`config.mk`:
```
export PLATFORM = sky130hd
export DESIGN_NAME = ubx_frame_receiver_time_extract
export DESIGN_NICKNAME = d
export VERILOG_FILES = /design/src/hw/rtl/ubxte_pkg.sv /design/src/hw/rtl/ubxte_report.sv /design/src/hw/rtl/ubx_frame_receiver_time_extract.sv
export SDC_FILE = /design/constraint.sdc
export NUM_CORES = 1
export LEC_CHECK = 0
export BUFFER_PORTS_ARGS = -buffer_cell sky130_fd_sc_hd__buf_4
export CAP_MARGIN = 40
export CELL_PAD_IN_SITES_DETAIL_PLACEMENT = 0
export CELL_PAD_IN_SITES_GLOBAL_PLACEMENT = 1
export CORE_MARGIN = 4
export CORE_UTILIZATION = 45
export CTS_BUF_LIST = sky130_fd_sc_hd__clkbuf_16
export CTS_CLUSTER_DIAMETER = 80
export CTS_CLUSTER_SIZE = 10
export DETAILED_ROUTE_END_ITERATION = 10
export PLACE_DENSITY = 0.8
export SLEW_MARGIN = 15
export SYNTH_ARGS = -nofsm -noshare
export SYNTH_HDL_FRONTEND = slang
export SYNTH_SLANG_ARGS = --single-unit
```
`constraint.sdc`:
```
create_clock -name i_clk -period 6.3 [get_ports i_clk]
set_clock_uncertainty 0.1 [all_clocks]
set_input_delay 0.315 -clock i_clk [delete_from_list [all_inputs] [get_ports i_clk]]
set_output_delay 0.315 -clock i_clk [all_outputs]
set_load 0.02 [all_outputs]
```
`src/hw/rtl/ubxte_pkg.sv`:
```
// Package for the UBX frame receiver with TIM-TP time extraction.
// Holds frame constants, status codes and the structs shared by the top level
// and the frame evaluation logic. No dependencies.
package ubxte_pkg;

    // default frame size limit in bytes
    localparam int MAX_FRAME_BYTES_DEF = 128;

    // widths of positions compared against the declared payload length
    localparam int CMP_W = 17;

    // framing bytes
    localparam logic [7:0] SYNC_ONE   = 8'hB5;
    localparam logic [7:0] SYNC_TWO   = 8'h62;
    localparam logic [7:0] NMEA_START = 8'h24;

    // TIM-TP message
    localparam logic [7:0]  CLASS_TIM      = 8'h0D;
    localparam logic [7:0]  ID_TP          = 8'h01;
    localparam logic [15:0] MIN_TP_PAYLOAD = 16'd14;

    // fixed byte positions inside a UBX frame
    localparam logic [CMP_W-1:0] POS_SECOND   = CMP_W'(1);
    localparam logic [CMP_W-1:0] POS_CLASS    = CMP_W'(2);
    localparam logic [CMP_W-1:0] POS_ID       = CMP_W'(3);
    localparam logic [CMP_W-1:0] POS_LEN_LO   = CMP_W'(4);
    localparam logic [CMP_W-1:0] POS_PAYLOAD  = CMP_W'(6);
    localparam logic [CMP_W-1:0] POS_TOW_LAST = CMP_W'(9);
    localparam logic [CMP_W-1:0] POS_WEEK_LO  = CMP_W'(18);
    localparam logic [CMP_W-1:0] POS_WEEK_HI  = CMP_W'(19);
    localparam logic [CMP_W-1:0] MIN_ANY_LEN  = CMP_W'(4);
    localparam logic [CMP_W-1:0] MIN_UBX_LEN  = CMP_W'(8);
    localparam logic [CMP_W-1:0] UBX_OVERHEAD = CMP_W'(8);
    localparam logic [CMP_W-1:0] CHECK_OFFSET = CMP_W'(6);
    localparam logic [CMP_W-1:0] CHECK_HI_OFS = CMP_W'(7);

    // time scaling
    localparam logic [55:0] GPS_EPOCH_US = 56'd315964766000000;
    localparam logic [47:0] US_PER_WEEK  = 48'd604800000000;
    localparam logic [17:0] US_PER_MS    = 18'd1000;

    // frame status codes
    typedef enum logic [2:0] {
        ST_OK      = 3'd0,
        ST_NMEA    = 3'd1,
        ST_SHORT   = 3'd2,
        ST_SYNC    = 3'd3,
        ST_OVERRUN = 3'd4,
        ST_CHECK   = 3'd5,
        ST_UNKNOWN = 3'd6
    } t_status;

    // fields captured while a frame streams in
    typedef struct packed {
        logic [7:0]  start_byte;
        logic [7:0]  second_byte;
        logic [7:0]  class_byte;
        logic [7:0]  id_byte;
        logic [15:0] declared_length;
        logic [7:0]  sum_a;
        logic [7:0]  sum_b;
        logic [15:0] received_checks;
        logic [55:0] timestamp_acc;
    } t_frame_state;

    // one report for a closed frame
    typedef struct packed {
        t_status     frame_status;
        logic [6:0]  frame_length;
        logic [7:0]  message_class;
        logic [7:0]  message_id;
        logic [15:0] payload_length;
        logic        time_valid;
        logic [55:0] gps_time_us;
    } t_result;

endpackage

```
`src/hw/rtl/ubxte_report.sv`:
```
// Evaluation of a closed frame: sync, length and checksum checks, TIM-TP detection.
// Pure combinational logic; depends on ubxte_pkg.
module ubxte_report #(
    parameter int PW = 7
) (
    input  ubxte_pkg::t_frame_state i_state,
    input  logic [PW-1:0]           i_len,
    output ubxte_pkg::t_result      o_result
);
    import ubxte_pkg::*;

    logic [CMP_W-1:0] w_len;
    logic [CMP_W-1:0] w_need;
    logic             w_ubx;
    logic             w_time;
    t_status          w_status;

    assign w_len  = CMP_W'(i_len);
    assign w_need = CMP_W'(i_state.declared_length) + UBX_OVERHEAD;

    // status decision, order follows the check sequence
    always_comb begin
        w_ubx    = 1'b0;
        w_time   = 1'b0;
        w_status = ST_UNKNOWN;
        priority if (w_len < MIN_ANY_LEN) begin
            w_status = ST_SHORT;
        end else if (i_state.start_byte == SYNC_ONE) begin
            priority if (i_state.second_byte != SYNC_TWO) begin
                w_status = ST_SYNC;
            end else if (w_len < MIN_UBX_LEN) begin
                w_status = ST_SHORT;
            end else begin
                w_ubx = 1'b1;
                priority if (w_need > w_len) begin
                    w_status = ST_OVERRUN;
                end else if (i_state.received_checks[7:0] != i_state.sum_a ||
                             i_state.received_checks[15:8] != i_state.sum_b) begin
                    w_status = ST_CHECK;
                end else begin
                    w_status = ST_OK;
                    w_time   = (i_state.class_byte == CLASS_TIM) &&
                               (i_state.id_byte == ID_TP) &&
                               (i_state.declared_length >= MIN_TP_PAYLOAD);
                end
            end
        end else if (i_state.start_byte == NMEA_START) begin
            w_status = ST_NMEA;
        end else begin
            w_status = ST_UNKNOWN;
        end
    end

    // result fields, ubx fields zeroed for non-ubx outcomes
    always_comb begin
        o_result.frame_status   = w_status;
        o_result.frame_length   = 7'(i_len);
        o_result.message_class  = w_ubx ? i_state.class_byte : 8'd0;
        o_result.message_id     = w_ubx ? i_state.id_byte : 8'd0;
        o_result.payload_length = w_ubx ? i_state.declared_length : 16'd0;
        o_result.time_valid     = w_time;
        o_result.gps_time_us    = w_time ? i_state.timestamp_acc : 56'd0;
    end

endmodule

```
`src/hw/rtl/ubx_frame_receiver_time_extract.sv`:
```
// A frame report is registered in the result register after its closing delimiter byte has
// passed the input register. Throughput: one byte
// per cycle; input is stalled only while a report at the output is not being taken.
// Reset (synchronous, active low) empties the frame buffer and both pipeline valids.
// Top level of the UBX/NMEA frame receiver; depends on ubxte_pkg and ubxte_report.
module ubx_frame_receiver_time_extract #(
    parameter int MAX_FRAME_BYTES = ubxte_pkg::MAX_FRAME_BYTES_DEF
) (
    input  logic        i_clk,
    input  logic        i_rst_n,
    input  logic        s_axis_tvalid,
    output logic        s_axis_tready,
    input  logic [7:0]  s_axis_tdata,  // [7:0] rx_byte
    output logic        m_axis_tvalid,
    input  logic        m_axis_tready,
    // [6:0] frame_length, [14:7] message_class, [22:15] message_id,
    // [38:23] payload_length, [94:39] gps_time_us, [95] zero
    output logic [95:0] m_axis_tdata,
    output logic [3:0]  m_axis_tuser   // [2:0] frame_status, [3] time_valid
);
    import ubxte_pkg::*;

    localparam int PW = $clog2(MAX_FRAME_BYTES);

    logic              w_advance;
    logic              r_in_valid;
    logic [7:0]        r_in_byte;
    logic [PW-1:0]     r_pos;
    logic [PW-1:0]     n_pos;
    t_frame_state      r_st;
    t_frame_state      n_st;
    logic              r_out_valid;
    t_result           r_out;
    t_result           w_report;
    logic              w_item;
    logic              w_drop;
    logic              w_delim;
    logic              w_close;
    logic [PW-1:0]     w_p;
    logic [CMP_W-1:0]  w_pe;
    logic [CMP_W-1:0]  w_check_pos;
    logic [7:0]        w_sum_a;
    logic [17:0]       w_ms_term;
    logic [47:0]       w_week_term;
    logic [55:0]       w_ts_add;

    // pipeline moves whenever the result register is free or draining
    assign w_advance     = !r_out_valid || m_axis_tready;
    assign s_axis_tready = w_advance;

    // input register
    always_ff @(posedge i_clk) begin
        if (!i_rst_n) begin
            r_in_valid <= 1'b0;
        end else if (w_advance) begin
            r_in_valid <= s_axis_tvalid;
        end
    end

    always_ff @(posedge i_clk) begin
        if (w_advance && s_axis_tvalid) begin
            r_in_byte <= s_axis_tdata;
        end
    end

    // frame control decisions for the registered byte
    assign w_item      = r_in_valid && w_advance;
    assign w_drop      = ({1'b0, r_pos} + (PW + 1)'(1)) >= (PW + 1)'(MAX_FRAME_BYTES);
    assign w_delim     = (r_in_byte == SYNC_ONE) || (r_in_byte == NMEA_START);
    assign w_close     = w_delim && (r_pos != '0) && !w_drop;
    assign w_p         = w_close ? '0 : r_pos;
    assign w_pe        = CMP_W'(w_p);
    assign w_check_pos = CMP_W'(r_st.declared_length) + CHECK_OFFSET;

    // per-byte timestamp terms, weighted by the byte's place in its field
    assign w_sum_a     = r_st.sum_a + r_in_byte;
    assign w_ms_term   = 18'(r_in_byte) * US_PER_MS;
    assign w_week_term = 48'(r_in_byte) * US_PER_WEEK;

    always_comb begin
        priority if (w_pe == POS_PAYLOAD) begin
            w_ts_add = 56'(w_ms_term);
        end else if (w_pe == POS_PAYLOAD + CMP_W'(1)) begin
            w_ts_add = 56'(w_ms_term) << 8;
        end else if (w_pe == POS_PAYLOAD + CMP_W'(2)) begin
            w_ts_add = 56'(w_ms_term) << 16;
        end else if (w_pe == POS_TOW_LAST) begin
            w_ts_add = 56'(w_ms_term) << 24;
        end else if (w_pe == POS_WEEK_LO) begin
            w_ts_add = 56'(w_week_term);
        end else if (w_pe == POS_WEEK_HI) begin
            w_ts_add = 56'(w_week_term) << 8;
        end else begin
            w_ts_add = 56'd0;
        end
    end

    // frame capture: header fields, running checksum, check bytes, timestamp
    always_comb begin
        n_pos = r_pos;
        n_st  = r_st;
        if (w_item) begin
            if (w_drop) begin
                n_pos = '0;
            end else begin
                n_pos = w_p + PW'(1);
                priority if (w_p == '0) begin
                    n_st.start_byte      = r_in_byte;
                    n_st.second_byte     = 8'd0;
                    n_st.class_byte      = 8'd0;
                    n_st.id_byte         = 8'd0;
                    n_st.declared_length = 16'd0;
                    n_st.sum_a           = 8'd0;
                    n_st.sum_b           = 8'd0;
                    n_st.received_checks = 16'd0;
                    n_st.timestamp_acc   = GPS_EPOCH_US;
                end else if (w_pe == POS_SECOND) begin
                    n_st.second_byte = r_in_byte;
                end else if (w_pe < POS_PAYLOAD) begin
                    n_st.sum_a = w_sum_a;
                    n_st.sum_b = r_st.sum_b + w_sum_a;
                    priority if (w_pe == POS_CLASS) begin
                        n_st.class_byte = r_in_byte;
                    end else if (w_pe == POS_ID) begin
                        n_st.id_byte = r_in_byte;
                    end else if (w_pe == POS_LEN_LO) begin
                        n_st.declared_length[7:0] = r_in_byte;
                    end else begin
                        n_st.declared_length[15:8] = r_in_byte;
                    end
                end else begin
                    priority if (w_pe < w_check_pos) begin
                        n_st.sum_a = w_sum_a;
                        n_st.sum_b = r_st.sum_b + w_sum_a;
                    end else if (w_pe == w_check_pos) begin
                        n_st.received_checks[7:0] = r_in_byte;
                    end else if (w_pe == CMP_W'(r_st.declared_length) + CHECK_HI_OFS) begin
                        n_st.received_checks[15:8] = r_in_byte;
                    end else begin
                        n_st.received_checks = r_st.received_checks;
                    end
                    n_st.timestamp_acc = r_st.timestamp_acc + w_ts_add;
                end
            end
        end
    end

    always_ff @(posedge i_clk) begin
        if (!i_rst_n) begin
            r_pos <= '0;
        end else begin
            r_pos <= n_pos;
        end
    end

    always_ff @(posedge i_clk) begin
        r_st <= n_st;
    end

    // evaluation of the frame being closed
    ubxte_report #(
        .PW(PW)
    ) u_report (
        .i_state (r_st),
        .i_len   (r_pos),
        .o_result(w_report)
    );

    // result register
    always_ff @(posedge i_clk) begin
        if (!i_rst_n) begin
            r_out_valid <= 1'b0;
        end else if (w_advance) begin
            r_out_valid <= w_item && w_close;
        end
    end

    always_ff @(posedge i_clk) begin
        if (w_item && w_close) begin
            r_out <= w_report;
        end
    end

    // output packing
    assign m_axis_tvalid = r_out_valid;
    assign m_axis_tdata  = {1'b0, r_out.gps_time_us, r_out.payload_length,
                            r_out.message_id, r_out.message_class, r_out.frame_length};
    assign m_axis_tuser  = {r_out.time_valid, r_out.frame_status};

`ifndef SYNTHESIS
    // buffered count stays below the frame size limit
    a_pos_bound: assert property (@(posedge i_clk) disable iff (!i_rst_n)
        r_pos <= PW'(MAX_FRAME_BYTES - 1))
        else $error("frame position beyond limit");

    // a timestamp is only reported for a good TIM-TP frame
    a_time_ok: assert property (@(posedge i_clk) disable iff (!i_rst_n)
        (r_out_valid && r_out.time_valid) |->
            (r_out.frame_status == ST_OK && r_out.message_class == CLASS_TIM &&
             r_out.message_id == ID_TP && r_out.payload_length >= MIN_TP_PAYLOAD))
        else $error("time_valid on a frame that is not a good TIM-TP");

    // a new report needs a byte in the input register in the cycle before it rises
    a_out_source: assert property (@(posedge i_clk) disable iff (!i_rst_n)
        $rose(r_out_valid) |-> $past(r_in_valid))
        else $error("report without a byte behind it");
`endif

endmodule

```
; ---- Word-level counts from Yosys, hierarchy flattened
; Cells that the tools add are included.
; Widths: inputs -> output; s select.
[totals]
reg_bits = 252
latch_bits = 0
ramBits = 0
mem_bits_ro = 0
in_bits = 12
out_inout_bits = 102
wordCells = 140
mem_count = 0
[classes]
add_sub_neg = 8
n_mul = 2
div_mod_pow = 0
order_cmp = 7
n_eq_ne = 28
n_shift = 0
mux = 40
n_bitwise = 1
n_reduce_logical = 32
[op_table]
columns = cell, count
row1 = $mux 56, 6
row2 = $mux 120, 1
row3 = $mux 72, 1
row4 = $mux 16, 4
row5 = $mux 8, 8
row6 = $add 56x56->56, 1
row7 = $mul 8x27->35 const B, 1
row8 = $add 16x3->17 const B, 2
row9 = $eq 7x17->1, 2
row10 = $mux 32, 1
row11 = $mux 24, 1
row12 = $eq 7x3->1 const B, 3
row13 = $reduce_and 7->1, 3
row14 = $mux 3, 6
row15 = $add 16x4->17 const B, 1
row16 = $gt 17x7->1, 1
row17 = $lt 7x17->1, 1
row18 = $add 8x8->8, 2
row19 = $eq 8x6->1 const B, 2
row20 = $eq 8x8->1 const B, 2
row21 = $ge 16x4->1 const B, 1
row22 = $ne 8x8->1, 2
row23 = $mul 8x7->15 const B, 1
row24 = $eq 7x2->1 const B, 2
row25 = 26 further kinds, 63

; ---- Depth between registers and ports, before layout
; Gate-level depths: netlist (run 1).
[depth]
depth_word = 15
ltp_mapped = 29
depth_no_buf = 28

; ---- Cells and area by module
; A second synthesis (run 1) with hierarchy kept.
[unflattened]
cells_unflattened = 1967
area_unflattened_um2 = 19491.2
[modules_own_cells]
columns = mod, n_inst, cells_each, area_per_inst_um2, seq_area_each_um2
row1 = ubx_frame_receiver_time_extract, 1, 1711, 17772.0, 7387.1
row2 = ubxte_report, 1, 256, 1719.1, 0.0

; ---- Least setup slack after synthesis (run 1)
; No wires, ideal clock.
[synth_path]
path_kind = reg-to-reg
from = reg r_in_byte[1]
to = reg r_st[52] (netlist bit), data pin
setup_time_ns = 0.263
arrival_ns = 6.598
required_time_ns = 5.937
setup_slack_ns = -0.661
path_stages_with_launch = 27
path_buffers = 1
synth_period_minus_slack_ns = 6.961
cell_sequence = edfxtp_1 > inv_1 > ha_1 > ha_1 > inv_1 > fa_1 > fa_1 > inv_1 > ha_1 > nor2b_1 > o21ai_0 > a21boi_0 > o21ai_0 > a21o_1 > a211oi_1 > a221oi_1 > ha_1 > clkbuf_1 > nand4_1 > nor2_1 > nand3_1 > a211oi_1 > o211ai_1 > a31o_2 > o21ai_0 > a41oi_1 > mux2i_1
[synth_between]
elab_chain_len = 15
word_cells_on_any_way = 24
cone_classes = add/sub (1) / mul (2) / eq/ne (8) / mux (9) / reduce/logical (4)
[synth_lines]
columns = element, line_no
row1 = "start, declared", ubx_frame_receiver_time_extract.sv:27  ; logic [7:0] r_in_byte;
row2 = "start signal, assigned", ubx_frame_receiver_time_extract.sv:62  ; r_in_byte <= s_axis_tdata;
row3 = "parallel branches: the longest is 15 deep, another holds $add 56x56->56", n/a
row4 = "end signal, assigned", ubx_frame_receiver_time_extract.sv:157  ; r_st <= n_st;
row5 = "end, declared", ubx_frame_receiver_time_extract.sv:30  ; t_frame_state r_st;
; Parallel ways; which one is timed is not known. The select of a mux whose other input is x is not followed.
; A chain may end at the register's enable or synchronous reset.

; ---- Final worst setup path (run 1)
[layout_path]
from = reg r_in_byte[3]
to = reg r_st[52] (netlist bit), data pin
; Same word-level chain as after synthesis.

==> results of run 1 <==
-- final cells by class --
| class | count | area (um^2) | area share [%] |
|---|---|---|---|
| clock buffer | 29 | 726 | 2.83 |
| clock inverter | 17 | 86.3 | 0.337 |
| inverter | 143 | 542 | 2.11 |
| multi-input combinational | 1437 | 12200 | 47.7 |
| sequential | 246 | 7300 | 28.5 |
| tap | 532 | 666 | 2.60 |
| timing repair buffer | 527 | 4100 | 16.0 |
-- critical path, cell delays in order (launching register included) --
cell and delay (ns):
edfxtp_1 0.45, buf_6 0.17, buf_6 0.11, fa_1 0.56
fa_1 0.44, fa_1 0.54, fa_1 0.46, ha_4 0.30
a21boi_4 0.19, o21ai_2 0.11, a21o_1 0.20, a211oi_4 0.33
buf_4 0.16, a21oi_1 0.08, ha_1 0.37, buf_4 0.17
nand2_1 0.05, nor2_1 0.24, nand3_4 0.11, a211oi_4 0.26
o211ai_1 0.13, buf_4 0.18, a31o_4 0.24, o21ai_4 0.19
a41oi_2 0.14, mux2i_1 0.14
-- kinds of logic after synthesis --
kind of cell	count (synthesis)
adders and majority gates	262
and+or+nand+nor	615
AOI/OAI and AO/OA	439
DFF	246
buffers and inverters	206
muxes	8
other	1
xor gates and xnor gates	109
-- through the flow --
step           cells  setup WS, ns
6_report        2931        -0.382
5_1_grt         2931        -0.572
4_1_cts         2903        -0.352
3_5_place_dp    2829        -0.767
3_3_place_gp    2827        -0.681
2_1_floorplan   1889        -0.151
-- worst max path at each step --
stage | startpoint | endpoint
4_1_cts | r_in_byte[3]$_DFFE_PP_ | r_st[50]$_SDFFCE_PN0P_
2_1_floorplan | r_in_byte[6]$_DFFE_PP_ | r_st[52]$_SDFFCE_PN0P_
5_1_grt | r_in_byte[7]$_DFFE_PP_ | r_st[50]$_SDFFCE_PN0P_
3_5_place_dp | r_in_byte[3]$_DFFE_PP_ | r_st[51]$_SDFFCE_PN0P_
3_3_place_gp | r_in_byte[3]$_DFFE_PP_ | r_st[52]$_SDFFCE_PN0P_
6_report | r_in_byte[3]$_DFFE_PP_ | r_st[52]$_SDFFCE_PN0P_
-- what timing repair did --
action,CTS,global route
endpoints found under the setup margin,35,36
endpoints found under the hold margin,17,0
pin swaps,80,118
hold buffers,9,0
buffers inserted,21,28
resized for setup,110,165
-- placed cells by master (no fill, tap or decap), types with 38 or more instances in the layout --
| master | count |
|---|---|
| edfxtp_1 | 237 |
| o21ai_0 | 47 |
| a21oi_1 | 73 |
| xnor2_1 | 51 |
| and2_1 | 101 |
| nor2_1 | 132 |
| nor3_1 | 39 |
| xor2_1 | 44 |
| a21oi_2 | 38 |
| buf_4 | 493 |
| fa_1 | 52 |
| a21o_1 | 60 |
| ha_1 | 173 |
| nand2_1 | 127 |
| inv_1 | 140 |
-- routing by layer --
| metal | vias to the layer above | GRT usage [%] |
|---|---|---|
| met5 | - | 0 |
| met4 | 0 | 7.95 |
| met3 | 118 | 3.04 |
| met2 | 425 | 44.6 |
| met1 | 7885 | 31.2 |
| li1 | 7817 | - |
-- flip-flops by register name, indices dropped and copies added (netlist names) --
| register | count |
|---|---|
| m_axis_tdata | 92 |
| r_in_valid | 1 |
| r_pos | 7 |
| m_axis_tuser | 4 |
| r_in_byte | 8 |
| r_st | 133 |
| m_axis_tvalid | 1 |
-- power groups by stage --
stage / combinational, uW / clock (uW) / sequential, uW
5_1_grt: 5370 / 1590 / 1890
4_1_cts: 4450 / 1520 / 1880
3_3_place_gp: 4060 / 0 / 1920
2_1_floorplan: 2140 / 0 / 1910
6_report: 5020 / 1490 / 1890
3_5_place_dp: 4080 / 0 / 1920
==> metrics.txt, run 1 <==
grt total ovfl=0; Detail Route Antenna Nets=0; Initial Util=45.9%; cell area after layout=25600 um^2; R2R Path Start=r_in_byte[3]$_DFFE_PP_; GPL Wtd Cong=about 0.94; sequential share of the synthesized area=38.6%; ys flop type=edfxtp_1; initial antenna violation count=0; metal2 WL=around 30 mm; Peak Freq=150 MHz; type of the worst min-delay path=primary input to register; fraction of registers with async set/reset=0%; Post-Syn Area=18900 um^2; most numerous cell in the Yosys netlist=edfxtp_1; failing checks=setup timing; I/O Buffers=~110; CP max FO=5; # Max-Cap Violations=0; switching portion of total power=38.5%; Post-synth EDFFs=237; clock period minus final worst setup slack=6.68 ns; worst path required time=approximately 6.5 ns; simple-gate share of the synthesized area=16.5%; per-cell routed wire length=between 15 and 20 um; Post-Synth Adder-Cell Area=19.7%; Mapped Avg Cell Area=about 10 um^2; status=finished, violations left; CP arrival=6.91 ns; Hold Crit Start=m_axis_tready; Global Route Usage Sum=between 20% and 30%; total power divided by cell area=327 nW/um^2; Final Hold Vio Count=0; first-pass GRT wire length=89.5 mm; post-synthesis compound-gate area fraction=between 15 and 20%; post-synth top area share=between 30% and 40%; diodes inserted=0; Yosys top cell by area=edfxtp_1; most frequent cells after synthesis=237 x edfxtp_1, 202 x ha_1, 146 x nor2_1; Area contributors post-synth=edfxtp_1 38%, ha_1 13%, fa_1 6.3%; sw power=3230 uW; die width=about 210 um; hold depth=4; Worst-Margin Slew=slightly above 0.8 ns; Clock Sinks=246; final slew viol count=0; Pre-antenna DRT Iters=8; Internal=5160 uW; period utilization=106%; Min Hold Slack=0.199 ns; TritonCTS Buffers=29; slew margin rel.=45.1%; DP Area=23100 um^2; Met1 Routed Length=24.0 mm; clk root buf=clkbuf_16; cell row count=74; # setup viols final=23; CP endpoint kind=register; synthesized flop and latch total=246; fill count=3357; Layout area overhead=35.5%; met3 wire len=~2.5 mm; I/O Pins=about 110; Max clock buf depth=3; post-synthesis mux area share=less than 1%; CTS H-tree depth=1; Mapped Cells=1886; unrepaired setup endpoints after global routing=true; Design Power=8400 uW; highest metal used=met4; reg2reg setup slack=-0.38 ns; layout cells sized above 1=33.1%; Residual DRC=0; clk_lat worst skew=0.59 ns; Flop pwr share=22.5%; crit path kind=register to register; critical path launch point type=register; min setup slack post-route=-0.382 ns; vias in the first global route=approximately 17000; Post-DP HPWL=approximately 44 mm; Core Region=41200 um^2; largest net degree at the start of global routing=55; post-synthesis xor/xnor area fraction=between 5 and 6%; worst hold path endpoint=m_axis_tvalid$_SDFFE_PN0N_; Via Count=16200; R2R depth=25; final layout net count=2658; reg-to-reg endpoint=r_st[52]$_SDFFCE_PN0P_; static leakage=0.0114 uW; clock share of power=17.8%; initial DRC count=between 1000 and 1500; clk slew on worst S/H paths=approximately 0.060 ns; Util after Layout=62.2%; yosys warns=0; DR vias/cell=5.54; die area=45400 um^2; CTS tree=done; Total Wirelength=57.9 mm; Comb pwr share=59.8%; die span in y=213 um; peak supply drop=0.273 mV; largest family of logic cells by synthesized area=adder cells; post-synthesis cell type count=80; final setup TNS=-5.16 ns
(Power assumes the default switching activity.)
==> run 2: changes to the inputs <==
==> constraint.sdc (replaced) <==
create_clock -name i_clk -period 6.3 [get_ports i_clk]
set_clock_uncertainty 0.1 [all_clocks]
set_input_delay 1.26 -clock i_clk [delete_from_list [all_inputs] [get_ports i_clk]]
set_output_delay 1.26 -clock i_clk [all_outputs]
set_load 0.02 [all_outputs]
==> run 2 against run 1 <==
Effect of this change:
- via count is 0.17% lower
- count of clock-buffer cells in the layout stayed put
- first-iteration DRC count is 2.0% higher
- combinational power hardly changed
- worst setup slack worse by 0.015 ns
- sequential cell count stayed put
- the flow still finishes with violations (setup timing)
- non-clock buffer count is 9 lower
==> metrics.txt, run 2 (same netlist as run 1, synthesis figures left out) <==
clock period minus final worst setup slack=6.70 ns (was 6.68 ns); slowest stage delay, CP=0.56 ns (about the same); # setup viols final=23 (unchanged); Post-DP HPWL=44.2 mm (unchanged); most frequent cells in the layout=493 x buf_4, 237 x edfxtp_1, 173 x ha_1 (unchanged); clk root buf=clkbuf_16 (unchanged); worst path required time=6.53 ns (about the same); period utilization=106% (about the same); sw power=3220 uW (was 3230 uW); Core Region=41200 um^2 (unchanged); crit path kind=register to register (unchanged); initial DRC count=1132 (was 1110); FF+latch area=7300 um^2 (unchanged); die width=213 um (unchanged); final layout net count=2649 (was 2658); DP Area=23100 um^2 (unchanged); unrepaired setup endpoints after global routing=true (unchanged); Detail Route Antenna Nets=0 (unchanged); per-cell routed wire length=19.8 um (about the same); Initial Util=45.9% (unchanged); Max clock buf depth=3 (unchanged); clk slew on worst S/H paths=0.06 ns (about the same); Layout area overhead=35.1% (was 35.5%); I/O Buffers=109 (unchanged); Final Hold Vio Count=0 (unchanged); Via Count=16200 (about the same); # Max-Cap Violations=0 (unchanged); Pre-antenna DRT Iters=5 (was 8); TritonCTS Buffers=29 (unchanged); Util after Layout=62.0% (was 62.2%); initial antenna violation count=0 (unchanged); clock share of power=17.7% (was 17.8%); vias in the first global route=16500 (about the same); grt total ovfl=0 (unchanged); diodes inserted=0 (unchanged); multi-input logic area=12200 um^2 (unchanged); Comb pwr share=59.8% (about the same); Total Wirelength=57.9 mm (about the same); Top reg by flops=r_st (unchanged); fill count=3369 (was 3357); total power divided by cell area=328 nW/um^2 (was 327 nW/um^2); critical path launch point type=register (unchanged); cell area after layout=25600 um^2 (about the same); CTS H-tree depth=1 (unchanged); layout cells sized above 1=33.3% (was 33.1%); die area=45400 um^2 (unchanged); Post-Place Cells=2829 (unchanged); final slew viol count=0 (unchanged); type of the worst min-delay path=register to register (was primary input to register); Worst path most repeated cell=fa_1 (unchanged); Internal=5160 uW (about the same); GPL Wtd Cong=0.945 (unchanged); filler-free cell count of the finished design=2922 (was 2931); Global Route Usage Sum=24.8% (about the same); cell row count=74 (unchanged); largest net degree at the start of global routing=55 (unchanged); slew margin rel.=44.9% (was 45.1%); Place WS=-0.767 ns (unchanged); Largest register FFs=133 (unchanged); critical path's slowest cell=fa_1 (unchanged); Clock Sinks=246 (unchanged); I/O Pins=114 (unchanged); DR vias/cell=5.55 (was 5.54); CP bufs+invs=5 (unchanged); CP arrival=6.93 ns (was 6.91 ns); Flop pwr share=22.5% (about the same); first-pass GRT wire length=89.4 mm (was 89.5 mm); Residual DRC=0 (unchanged); peak supply drop=0.270 mV (was 0.273 mV); static leakage=0.0114 uW (about the same); min setup slack post-route=-0.397 ns (was -0.382 ns); CP endpoint kind=register (unchanged); CP max FO=5 (unchanged); Peak Freq=149 MHz (was 150 MHz); most common cell after layout, fill and taps aside=buf_4 (unchanged); Worst-Margin Slew=0.827 ns (was 0.824 ns); failing checks=setup timing (unchanged); CTS tree=done (unchanged); clk_lat worst skew=0.58 ns (was 0.59 ns); crit-path leading delay family=adder cells (unchanged); Design Power=8380 uW (was 8400 uW); switching portion of total power=38.4% (was 38.5%); status=finished, violations left (unchanged); die span in y=213 um (unchanged)
run 2: area by class of cell:
class                   count  share of cell area [%]
repair buffers            518                    15.7
inverters                 143                    2.12
multi-input cells        1437                    47.8
well taps                 532                    2.60
clock inverters            17                   0.338
clock buffers              29                    2.84
flip-flops and latches    246                    28.6
run 2: metrics by stage:
stage               hold slack (ns)  setup TNS (ns)
floorplan                     0.303           -1.07
global placement              0.418          -12.59
detailed placement            0.424          -13.77
CTS                           0.435           -4.70
global route                  0.476           -9.79
finish                        0.448           -5.46
run 2: final timing paths:
kind,start,to,slack (ns),cells after the start
hold reg to reg,r_in_valid$_SDFFE_PN0N_,r_in_valid$_SDFFE_PN0N_,0.45,2
setup reg to reg,r_in_byte[3]$_DFFE_PP_,r_st[52]$_SDFFCE_PN0P_,-0.40,25
hold / removal,r_in_valid$_SDFFE_PN0N_,r_in_valid$_SDFFE_PN0N_,0.45,2
setup / recovery,r_in_byte[3]$_DFFE_PP_,r_st[52]$_SDFFCE_PN0P_,-0.40,25
run 2: power by group through the flow:
stage | registers, uW | logic [uW] | clock network (uW)
after floorplan | 1910 | 2140 | 0
after global placement | 1920 | 4060 | 0
after detailed placement | 1920 | 4080 | 0
after CTS | 1880 | 4450 | 1520
after global routing | 1890 | 5360 | 1590
final | 1890 | 5010 | 1490
run 2: tightest hold or removal path, cell delays in order, from the launching register on:
cell and delay (ns):
dfxtp_1 0.32, a21oi_1 0.13, nor2b_1 0.05
run 2: repair_timing:
item / in CTS / in global routing
pin swaps: 80 / 118
hold buffers: 0 / 0
gates resized for setup: 110 / 165
setup buffers: 21 / 28
endpoints found under the setup margin: 35 / 36
gates cloned: 0 / 0
run 2: routing by layer:
metal  track usage [%]  share of wire [%]
met5                 0                  0
met3              3.04                4.2
met2              44.7                 51
met4              7.62                3.8
met1              31.2                 42
